<file path="src/rtl/cba_pkg.sv">
// Shared types and constants for the contiguous block allocator.
`timescale 1ns / 1ps

package cba_pkg;

	localparam int BLK_BYTES  = 512;
	localparam int MAX_BLOCKS = 128;
	localparam int BLK_SHIFT  = $clog2(BLK_BYTES);
	localparam int IDX_W      = $clog2(MAX_BLOCKS);
	localparam int CNT_W      = IDX_W + 1;

	localparam int SIZE_W  = 17;
	localparam int OFFS_W  = 16;
	localparam int CHG_W   = 8;
	localparam int BYTES_W = 17;
	localparam int CFG_W   = 8;

	localparam logic OP_ALLOC = 1'b0;
	localparam logic OP_FREE  = 1'b1;

	localparam logic [1:0] STAT_OK       = 2'd0;
	localparam logic [1:0] STAT_DISABLED = 2'd1;
	localparam logic [1:0] STAT_TOO_BIG  = 2'd2;
	localparam logic [1:0] STAT_NO_RUN   = 2'd3;

	localparam logic REG_POOL_ENABLED = 1'b0;
	localparam logic REG_POOL_BLOCKS  = 1'b1;

	typedef struct packed {
		logic              opcode;
		logic [SIZE_W-1:0] size_bytes;
		logic [OFFS_W-1:0] free_offset;
	} cba_req_t;

	typedef struct packed {
		logic [1:0]         status;
		logic [OFFS_W-1:0]  buffer_offset;
		logic [CHG_W-1:0]   blocks_changed;
		logic [BYTES_W-1:0] bytes_in_use;
	} cba_rsp_t;

endpackage

</file>
<file path="src/rtl/contiguous_block_allocator.sv">
// Top level: first-fit contiguous block allocator over a one-bit-per-block map.
`timescale 1ns / 1ps
//
// Usage:
//   Requests: drive req and raise start; the request is taken at the clock
//   edge where start is high and busy is low. busy stays high while the
//   sequencer works on it.
//   Results: one per request, on rsp for exactly one cycle with done high.
//   The receiver cannot stall; it must take the transfer in that cycle.
//   Configuration: cfg_we, cfg_idx, cfg_wdata write pool_enabled (index 0)
//   or pool_blocks (index 1) at any edge; write only while no request is open.
// Sequencing:
//   A disabled pool or an oversize allocate answers in the cycle after accept.
//   An allocate tests one map bit per cycle from block 0, then marks the run
//   one block per cycle from its end. A free clears one block per cycle.
//   One map access per cycle sets these rates. A new request may be accepted in
//   the cycle done is high.
// Reset: arst_n clears the map, the byte count and the registers
//   (pool disabled, pool_blocks 128); no clearing pass is needed.
module contiguous_block_allocator (
	input  logic                    clk,
	input  logic                    arst_n,
	input  logic                    start,
	output logic                    busy,
	input  cba_pkg::cba_req_t       req,
	output logic                    done,
	output cba_pkg::cba_rsp_t       rsp,
	input  logic                    cfg_we,
	input  logic                    cfg_idx,
	input  logic [cba_pkg::CFG_W-1:0] cfg_wdata
);
	import cba_pkg::*;

	typedef enum logic [1:0] {
		ST_IDLE,
		ST_SCAN,
		ST_MARK,
		ST_FREE
	} state_t;

	state_t                state_q;
	logic [MAX_BLOCKS-1:0] map_q;
	logic [BYTES_W-1:0]    used_q;
	logic                  pool_enabled_q;
	logic [CFG_W-1:0]      pool_blocks_q;
	logic [CNT_W-1:0]      idx_q;
	logic [CNT_W-1:0]      run_q;
	logic [CNT_W-1:0]      start_q;
	logic [CNT_W-1:0]      need_q;
	logic [CHG_W-1:0]      chg_q;
	logic                  done_q;
	cba_rsp_t              rsp_q;

	logic [CNT_W-1:0]      nblk;
	logic [BYTES_W-1:0]    pool_bytes;
	logic [SIZE_W:0]       size_rnd;
	logic [CNT_W-1:0]      need;
	logic                  in_pool;
	logic                  bit_used;
	logic [CNT_W-1:0]      run_nx;
	logic [CNT_W-1:0]      start_eff;
	logic                  too_big;
	logic                  found;
	logic [BYTES_W-1:0]    used_inc;

	assign nblk = (pool_blocks_q > CFG_W'(MAX_BLOCKS)) ? CNT_W'(MAX_BLOCKS)
		: CNT_W'(pool_blocks_q);
	assign pool_bytes = BYTES_W'(nblk) << BLK_SHIFT;
	assign size_rnd   = {1'b0, req.size_bytes} + (SIZE_W+1)'(BLK_BYTES - 1);
	assign need       = CNT_W'(size_rnd >> BLK_SHIFT);
	assign in_pool    = idx_q < nblk;
	assign bit_used   = map_q[idx_q[IDX_W-1:0]];
	assign run_nx     = run_q + CNT_W'(1);
	assign start_eff  = (run_q == '0) ? idx_q : start_q;
	assign too_big    = BYTES_W'(req.size_bytes) > pool_bytes;
	assign found      = !bit_used && (run_nx >= need_q);
	assign used_inc   = used_q + BYTES_W'(BLK_BYTES);

	assign busy = (state_q != ST_IDLE);
	assign done = done_q;
	assign rsp  = rsp_q;

	always_ff @(posedge clk or negedge arst_n) begin
		if (!arst_n) begin
			state_q        <= ST_IDLE;
			map_q          <= '0;
			used_q         <= '0;
			pool_enabled_q <= 1'b0;
			pool_blocks_q  <= CFG_W'(128);
			done_q         <= 1'b0;
			rsp_q          <= '0;
			idx_q          <= '0;
			run_q          <= '0;
			start_q        <= '0;
			need_q         <= '0;
			chg_q          <= '0;
		end else begin
			if (cfg_we) begin
				unique case (cfg_idx)
					REG_POOL_ENABLED: pool_enabled_q <= cfg_wdata[0];
					REG_POOL_BLOCKS:  pool_blocks_q  <= cfg_wdata;
					default: ;
				endcase
			end
			unique case (state_q)
				ST_IDLE: begin
					done_q <= start && (!pool_enabled_q
						|| (req.opcode == OP_ALLOC && too_big));
					if (start) begin
						idx_q   <= '0;
						run_q   <= '0;
						start_q <= '0;
						chg_q   <= '0;
						need_q  <= need;
						if (!pool_enabled_q) begin
							rsp_q  <= '{STAT_DISABLED, '0, '0, used_q};
						end else if (req.opcode == OP_ALLOC) begin
							if (too_big) begin
								rsp_q  <= '{STAT_TOO_BIG, '0, '0, used_q};
							end else begin
								state_q <= ST_SCAN;
							end
						end else begin
							idx_q   <= CNT_W'(req.free_offset >> BLK_SHIFT);
							state_q <= ST_FREE;
						end
					end
				end
				ST_SCAN: begin
					done_q <= !in_pool || (found && need_q <= CNT_W'(1));
					if (!in_pool) begin
						rsp_q   <= '{STAT_NO_RUN, '0, '0, used_q};
						state_q <= ST_IDLE;
					end else if (!bit_used) begin
						start_q <= start_eff;
						run_q   <= run_nx;
						if (found) begin
							if (need_q != '0) begin
								map_q[idx_q[IDX_W-1:0]] <= 1'b1;
								used_q <= used_inc;
							end
							if (need_q > CNT_W'(1)) begin
								idx_q   <= idx_q - CNT_W'(1);
								state_q <= ST_MARK;
							end else begin
								rsp_q   <= '{STAT_OK,
									OFFS_W'(start_eff) << BLK_SHIFT,
									CHG_W'(need_q),
									(need_q != '0) ? used_inc : used_q};
								state_q <= ST_IDLE;
							end
						end else begin
							idx_q <= idx_q + CNT_W'(1);
						end
					end else begin
						run_q <= '0;
						idx_q <= idx_q + CNT_W'(1);
					end
				end
				ST_MARK: begin
					done_q <= (idx_q == start_q);
					map_q[idx_q[IDX_W-1:0]] <= 1'b1;
					used_q <= used_inc;
					if (idx_q == start_q) begin
						rsp_q   <= '{STAT_OK,
							OFFS_W'(start_q) << BLK_SHIFT,
							CHG_W'(need_q),
							used_inc};
						state_q <= ST_IDLE;
					end else begin
						idx_q <= idx_q - CNT_W'(1);
					end
				end
				ST_FREE: begin
					done_q <= !(in_pool && bit_used);
					if (in_pool && bit_used) begin
						map_q[idx_q[IDX_W-1:0]] <= 1'b0;
						used_q <= used_q - BYTES_W'(BLK_BYTES);
						chg_q  <= chg_q + CHG_W'(1);
						idx_q  <= idx_q + CNT_W'(1);
					end else begin
						rsp_q   <= '{STAT_OK, '0, chg_q, used_q};
						state_q <= ST_IDLE;
					end
				end
				default: begin
					done_q  <= 1'b0;
					state_q <= ST_IDLE;
				end
			endcase
		end
	end

	a_count_matches_map: assert property (@(posedge clk) disable iff (!arst_n)
		used_q == (BYTES_W'($countones(map_q)) << BLK_SHIFT))
		else $error("byte count out of step with block map");

	a_accept_progresses: assert property (@(posedge clk) disable iff (!arst_n)
		(start && !busy) |=> (busy || done))
		else $error("accepted request neither started nor answered");

	a_fail_is_clean: assert property (@(posedge clk) disable iff (!arst_n)
		(done && rsp.status != STAT_OK) |->
		(rsp.buffer_offset == '0 && rsp.blocks_changed == '0))
		else $error("failed request reports offset or changed blocks");

	a_run_bounded: assert property (@(posedge clk) disable iff (!arst_n)
		(state_q == ST_SCAN) |-> (run_q <= idx_q && run_q < need_q + CNT_W'(1)))
		else $error("free run counter beyond scan position or need");

endmodule

</file>
<file path="config.mk">
export PLATFORM = sky130hd
export DESIGN_NAME = contiguous_block_allocator
export DESIGN_NICKNAME = d
export VERILOG_FILES = /design/src/rtl/cba_pkg.sv /design/src/rtl/contiguous_block_allocator.sv
export SDC_FILE = /design/constraint.sdc
export NUM_CORES = 1
export LEC_CHECK = 0
export ABC_CLOCK_PERIOD_IN_PS = 3300
export BUFFER_PORTS_ARGS = -buffer_cell sky130_fd_sc_hd__buf_4
export CORE_UTILIZATION = 40
export DETAILED_ROUTE_END_ITERATION = 8
export HOLD_SLACK_MARGIN = 0.15
export SLEW_MARGIN = 20
export SYNTH_ARGS = -nofsm -noshare
export SYNTH_HDL_FRONTEND = slang
export SYNTH_SLANG_ARGS = --single-unit
</file>
<file path="constraint.sdc">
create_clock -name clk -period 3.3 [get_ports clk]
set_input_delay 0.495 -clock clk [delete_from_list [all_inputs] [get_ports clk]]
set_output_delay 0.495 -clock clk [all_outputs]
set_load 0.1 [all_outputs]
</file>
==> Word level (Yosys, flattened, before mapping) <==
Cells that the tools add are included.
{ "word_totals": {"reg_bits": 240, "inputBits": 47, "out_inout_bits": 45, "wordCells": 149} }
{ "classes": {"n_addsub": 7, "magnitude_cmp": 8, "n_eq_ne": 22, "n_mux": 60, "bitwise": 5, "n_reduce_logical": 31} }
{ "op_table": {"columns": ["cell", "count"], "rows": [
  ["128-bit 2-to-1 mux", 5],
  ["43-bit 2-to-1 mux", 10],
  ["128-bit case mux with 3 select lines", 1],
  ["43-bit case mux with 4 select lines", 1],
  ["128-bit bitwise AND", 1],
  ["128-bit NOT", 1],
  ["128-bit bitwise OR", 1],
  ["8-bit 2-to-1 mux", 15],
  ["17-bit 2-to-1 mux", 5],
  ["17-bit case mux with 3 select lines", 1],
  ["8-bit case mux with 2 select lines", 3],
  ["8-bit case mux with 4 select lines", 1],
  ["8-bit by 1-bit adder with 8-bit output, second input constant", 3],
  ["2-bit inequality test, second input constant", 11],
  ["2-bit 2-to-1 mux", 10],
  ["3-bit inequality test, second input constant", 6],
  ["17-bit by 10-bit adder with 17-bit output, second input constant", 1],
  ["17-bit by 9-bit adder with 17-bit output, second input constant", 1],
  ["17-bit greater-than comparator", 1],
  ["17-bit by 10-bit subtractor with 17-bit output, second input constant", 1],
  ["5-bit AND reduction", 3],
  ["7-bit 2-to-1 mux", 2],
  ["8-bit equality test", 1],
  ["8-bit greater-or-equal comparator", 1],
  ["other kinds (30)", 47]
]} }

==> Depth between registers and ports, before layout <==
{ "depth": {"depth_word": 10, "ltp_mapped": 15, "ltp_nobuf": 12} }

==> Worst setup path before layout <==
No wires, ideal clock.
{ "synth_timing": {"path_type": "reg-to-reg", "from": "reg run_q[0]", "to": "reg rsp_q, in the netlist rsp[13]", "setup_ns": 0.125, "t_arrival_ns": 3.102, "required_time_ns": 3.175, "path_slack_ns": 0.073, "stages_incl_launch_ff": 15, "n_path_buf": 2, "period_less_slack_ns": 3.227, "path_cell_list": "dfrtp_1 -> and3_1 -> nand3_1 -> inv_1 -> and3_1 -> xor2_1 -> ha_1 -> nand2_1 -> o21ai_0 -> a211oi_1 -> or3_1 -> buf_2 -> a21boi_4 -> buf_6 -> mux2_4"} }
{ "synth_between": {"elab_chain_cells": 5} }
{ "synth_lines": {"columns": ["element", "line", "source"], "rows": [
  ["start: declaration", "contiguous_block_allocator.sv:47", "logic [CNT_W-1:0] run_q;"],
  ["start signal: assignment", "contiguous_block_allocator.sv:136", "run_q <= run_nx;"],
  ["8-bit by 1-bit adder with 8-bit output", "contiguous_block_allocator.sv:73", "assign run_nx = run_q + CNT_W'(1);"],
  ["8-bit greater-or-equal comparator", "contiguous_block_allocator.sv:76", "assign found = !bit_used && (run_nx >= need_q);"],
  ["1-bit logical AND", "contiguous_block_allocator.sv:76", null],
  ["3-bit inequality test (no source line)", null, null],
  ["8-bit AND reduction (no source line)", null, null],
  ["end signal: assignment", "contiguous_block_allocator.sv:116", "rsp_q <= '{STAT_DISABLED, '0, '0, used_q};"],
  ["end signal: assignment", "contiguous_block_allocator.sv:119", "rsp_q <= '{STAT_TOO_BIG, '0, '0, used_q};"],
  ["end signal: assignment", "contiguous_block_allocator.sv:132", "rsp_q <= '{STAT_NO_RUN, '0, '0, used_q};"],
  ["end: declaration", "contiguous_block_allocator.sv:52", "cba_rsp_t rsp_q;"]
]} }
No other way between the ends.
A chain may end at the register's enable or synchronous reset.

==> impl_metrics.toml <==
[critical_path]
r2r_start = "idx_q[0]"
reg2reg_slack_ns = -0.05
start_kind = "flip-flop"
r2r.worst_path.cells = 16
worst-endpoint-required_ns = 3.72
crit_fanout = 10
arrival_ns = 3.77
path_class = "reg -> reg"
crit_path_end_kind = "flip-flop"

[sta]
layout_min_cycle_time_ns = 3.35
tightestPinTransition_ns = 1.11
hold_viol_final = 0
fmax_mhz = 299
fin_ws_ns = -0.0482
post-route-period-util_pct = 101
relSlewSlack_pct = 25.6
whs_ns = 0.191
finalClockSkew_ns = 0.0238
setup_violations = 42
slew_viol_final = 0
rsz0062_at_grt = "yes"

[cts]
worstSkewPairLatency_ns = 0.55
clock-root-buffer = "clkbuf_16"
numCtsBuffers = 25
path_clk_slew_ns = 0.06
cts_tree = "done"
clock_path_buffers = 3
cts.sinks = 213
htree_levels = 1

[cells_and_area]
final_cell_mix = "207 x dfrtp_1, 195 x buf_4, 156 x a31oi_1, 81 x nand2_1, 57 x nor2_1"
seq_area_um2 = 5340
antenna_cells = 0
nNetsFinal = 1509
multi_input_area_um2 = 6720
fillers = 2707
mostFrequentLayoutCell = "dfrtp_1"
final_util_pct = 52.3
final_layout_size_suffix_gt1_share_pct = 30.3
area_growth_pct = 29.1

[global_route]
grt_usage_pct = 24.5
grt_max_degree = 103
grt-ovfl-total = 0
antenna_found_initial = 0
first_global_vias = 10761
grt_pass1_wl_um = 60500

[placement]
io_buffers = 64
dp_hpwl_um = 25800
place_congestion = 0.908

[min_path]
min_from = "cfg_wdata[3]"
hold_depth = 2
hp-class = "in -> reg"
hold_path_end = "pool_blocks_q[3]"

[outcome]
status = "finished with violations"
violations = "design-rule violations, negative setup slack"

[logic_synthesis]
ys.flop_type = "dfrtp_1"
synthTopCellsByArea = "dfrtp_1 43%, a31oi_1 8.1%, mux2_2 3.3%, a41oi_1 3.2%, ha_1 3.0%"
synthDominantCellAreaShare_pct = 42.9
syn_area_um2 = 12400
ys_seq_area_share_pct = 43.1
synth_top_cell_by_area = "dfrtp_1"
syn_inst = 1272
yosys_warnings = 0
avgSynthCellArea_um2 = 9.72
synth-edff-count = 0
ys_seq_elements = 213
synth_cell_type_count = 82
async_reset_ff_share_pct = 100

[routing]
routed_wl_um = 40300
drtAntennaViolNets = 0
drc = 1
first_pass_iters = 9
drt_iter0_drc = 989
dr_total_vias = 11259
via_per_inst = 6.10
wl_per_cell_um = 21.8

[power]
p_seq_share_pct = 25.3
switching_share_pct = 45.5
power.share.clock_pct = 17.9
powerDensity_nw_per_um2 = 946
irDropWorstVdd_uv = 509
intPower_w = 0.00823
p_leak_nw = 7.06
switching_power_w = 0.00687
comb_power_share_pct = 56.8

[run]
maxCapViolCount = 0

[die]
io-pin-count = 92
die_x_um = 178
die-area_um2 = 31600
die_h_um = 178
start_util_pct = 40.5
rows = 64
core_um2 = 30500
[through the flow]
stage	area, um2	setup WS (ns)	power [W]	instances	setup TNS [ns]
after CTS	15000	-0.0159	0.0139	1816	-0.0775
after detailed placement	14100	-0.224	0.0111	1767	-17.01
after global placement	14100	-0.218	0.0110	1767	-14.74
final	16000	-0.0482	0.0151	1847	-0.617
after floorplan	12400	0.0729	0.00841	1289	0
after global routing	16000	-0.140	0.0158	1847	-9.50
[power by group through the flow]
stage	registers, W	logic, W	clock network (W)
2_1_floorplan	0.00446	0.00395	0
3_3_place_gp	0.00380	0.00723	0
3_5_place_dp	0.00382	0.00728	0
4_1_cts	0.00378	0.00740	0.00275
5_1_grt	0.00391	0.00908	0.00285
6_report	0.00382	0.00858	0.00270
[layer usage]
metal	share of wire, %	global-route usage [%]	wire length, um	vias up
li1	-	-	-	5138
met1	42	32.8	16900	5552
met2	47	39.9	19000	468
met3	7.2	3.96	2900	101
met4	3.8	8.55	1530	0
met5	0	0	0	-
[cells by family (layout without fill, tap and decap cells)]
family	Yosys count	after routing	synth area share, %
xor gates and xnor gates	43	43	3.05
and+or+nand+nor	296	296	12.2
adders and majority gates	30	30	3.04
other	1	18	0.0303
muxes	71	71	6.32
AOI/OAI and AO/OA	442	442	25.3
buffers and inverters	176	338	6.98
DFF	213	213	43.1
[synth_stat cells, types with 23 or more instances]
| cell | instances |
|---|---|
| nand2_1 | 82 |
| xor2_1 | 23 |
| clkbuf_1 | 72 |
| a221oi_1 | 24 |
| buf_2 | 28 |
| mux2_2 | 36 |
| ha_1 | 30 |
| a22oi_1 | 33 |
| a21oi_1 | 30 |
| a41oi_1 | 45 |
| a31oi_1 | 161 |
| nand3_1 | 34 |
| nor2_1 | 58 |
| dfrtp_1 | 212 |
| o21ai_0 | 43 |
| o2bb2ai_1 | 24 |
| mux2i_1 | 23 |
| inv_1 | 31 |
| buf_4 | 30 |
[repair_timing]
action / CTS / global route
setup buffers: 2 / 21
hold endpoints to repair: 68 / 0
endpoints found under the setup margin: 155 / 180
gates resized for setup: 13 / 128
pin swaps: 1 / 15
cloned: 0 / 10
hold buffers: 1 / 0
[worst max-delay path by stage]
| stage | endpoint | depth (start not counted) | startpoint | slack (ns) |
|---|---|---|---|---|
| floorplan | rsp[13] | 14 | run_q[0] | 0.07 |
| global placement | rsp[10] | 10 | idx_q[1] | -0.22 |
| detailed placement | rsp[10] | 10 | idx_q[1] | -0.22 |
| CTS | flip-flop | 14 | idx_q[1] | -0.02 |
| global route | flip-flop | 15 | idx_q[0] | -0.14 |
| finish | flip-flop | 16 | idx_q[0] | -0.05 |
[cell type report]
| class | instances | share of cell area [%] |
|---|---|---|
| clock buffer | 35 | 4.34 |
| clock inverter | 11 | 0.572 |
| inverter | 32 | 0.760 |
| multi-input combinational | 900 | 42.1 |
| sequential | 213 | 33.4 |
| tap | 396 | 3.10 |
| timing repair buffer | 260 | 15.7 |
[critical path: stages (launching register included)]
cell and delay [ns]:
dfrtp_2 0.48, buf_6 0.17, buf_6 0.14, nand2_2 0.11
buf_6 0.15, o22a_1 0.15, o21ai_2 0.07, a22o_1 0.28
nor4b_4 0.39, buf_4 0.18, o31ai_4 0.09, o2bb2ai_4 0.17
buf_12 0.17, buf_12 0.15, buf_6 0.14, nand3_1 0.08
mux2_2 0.31
Note: power is estimated with default switching activity, not from simulation.
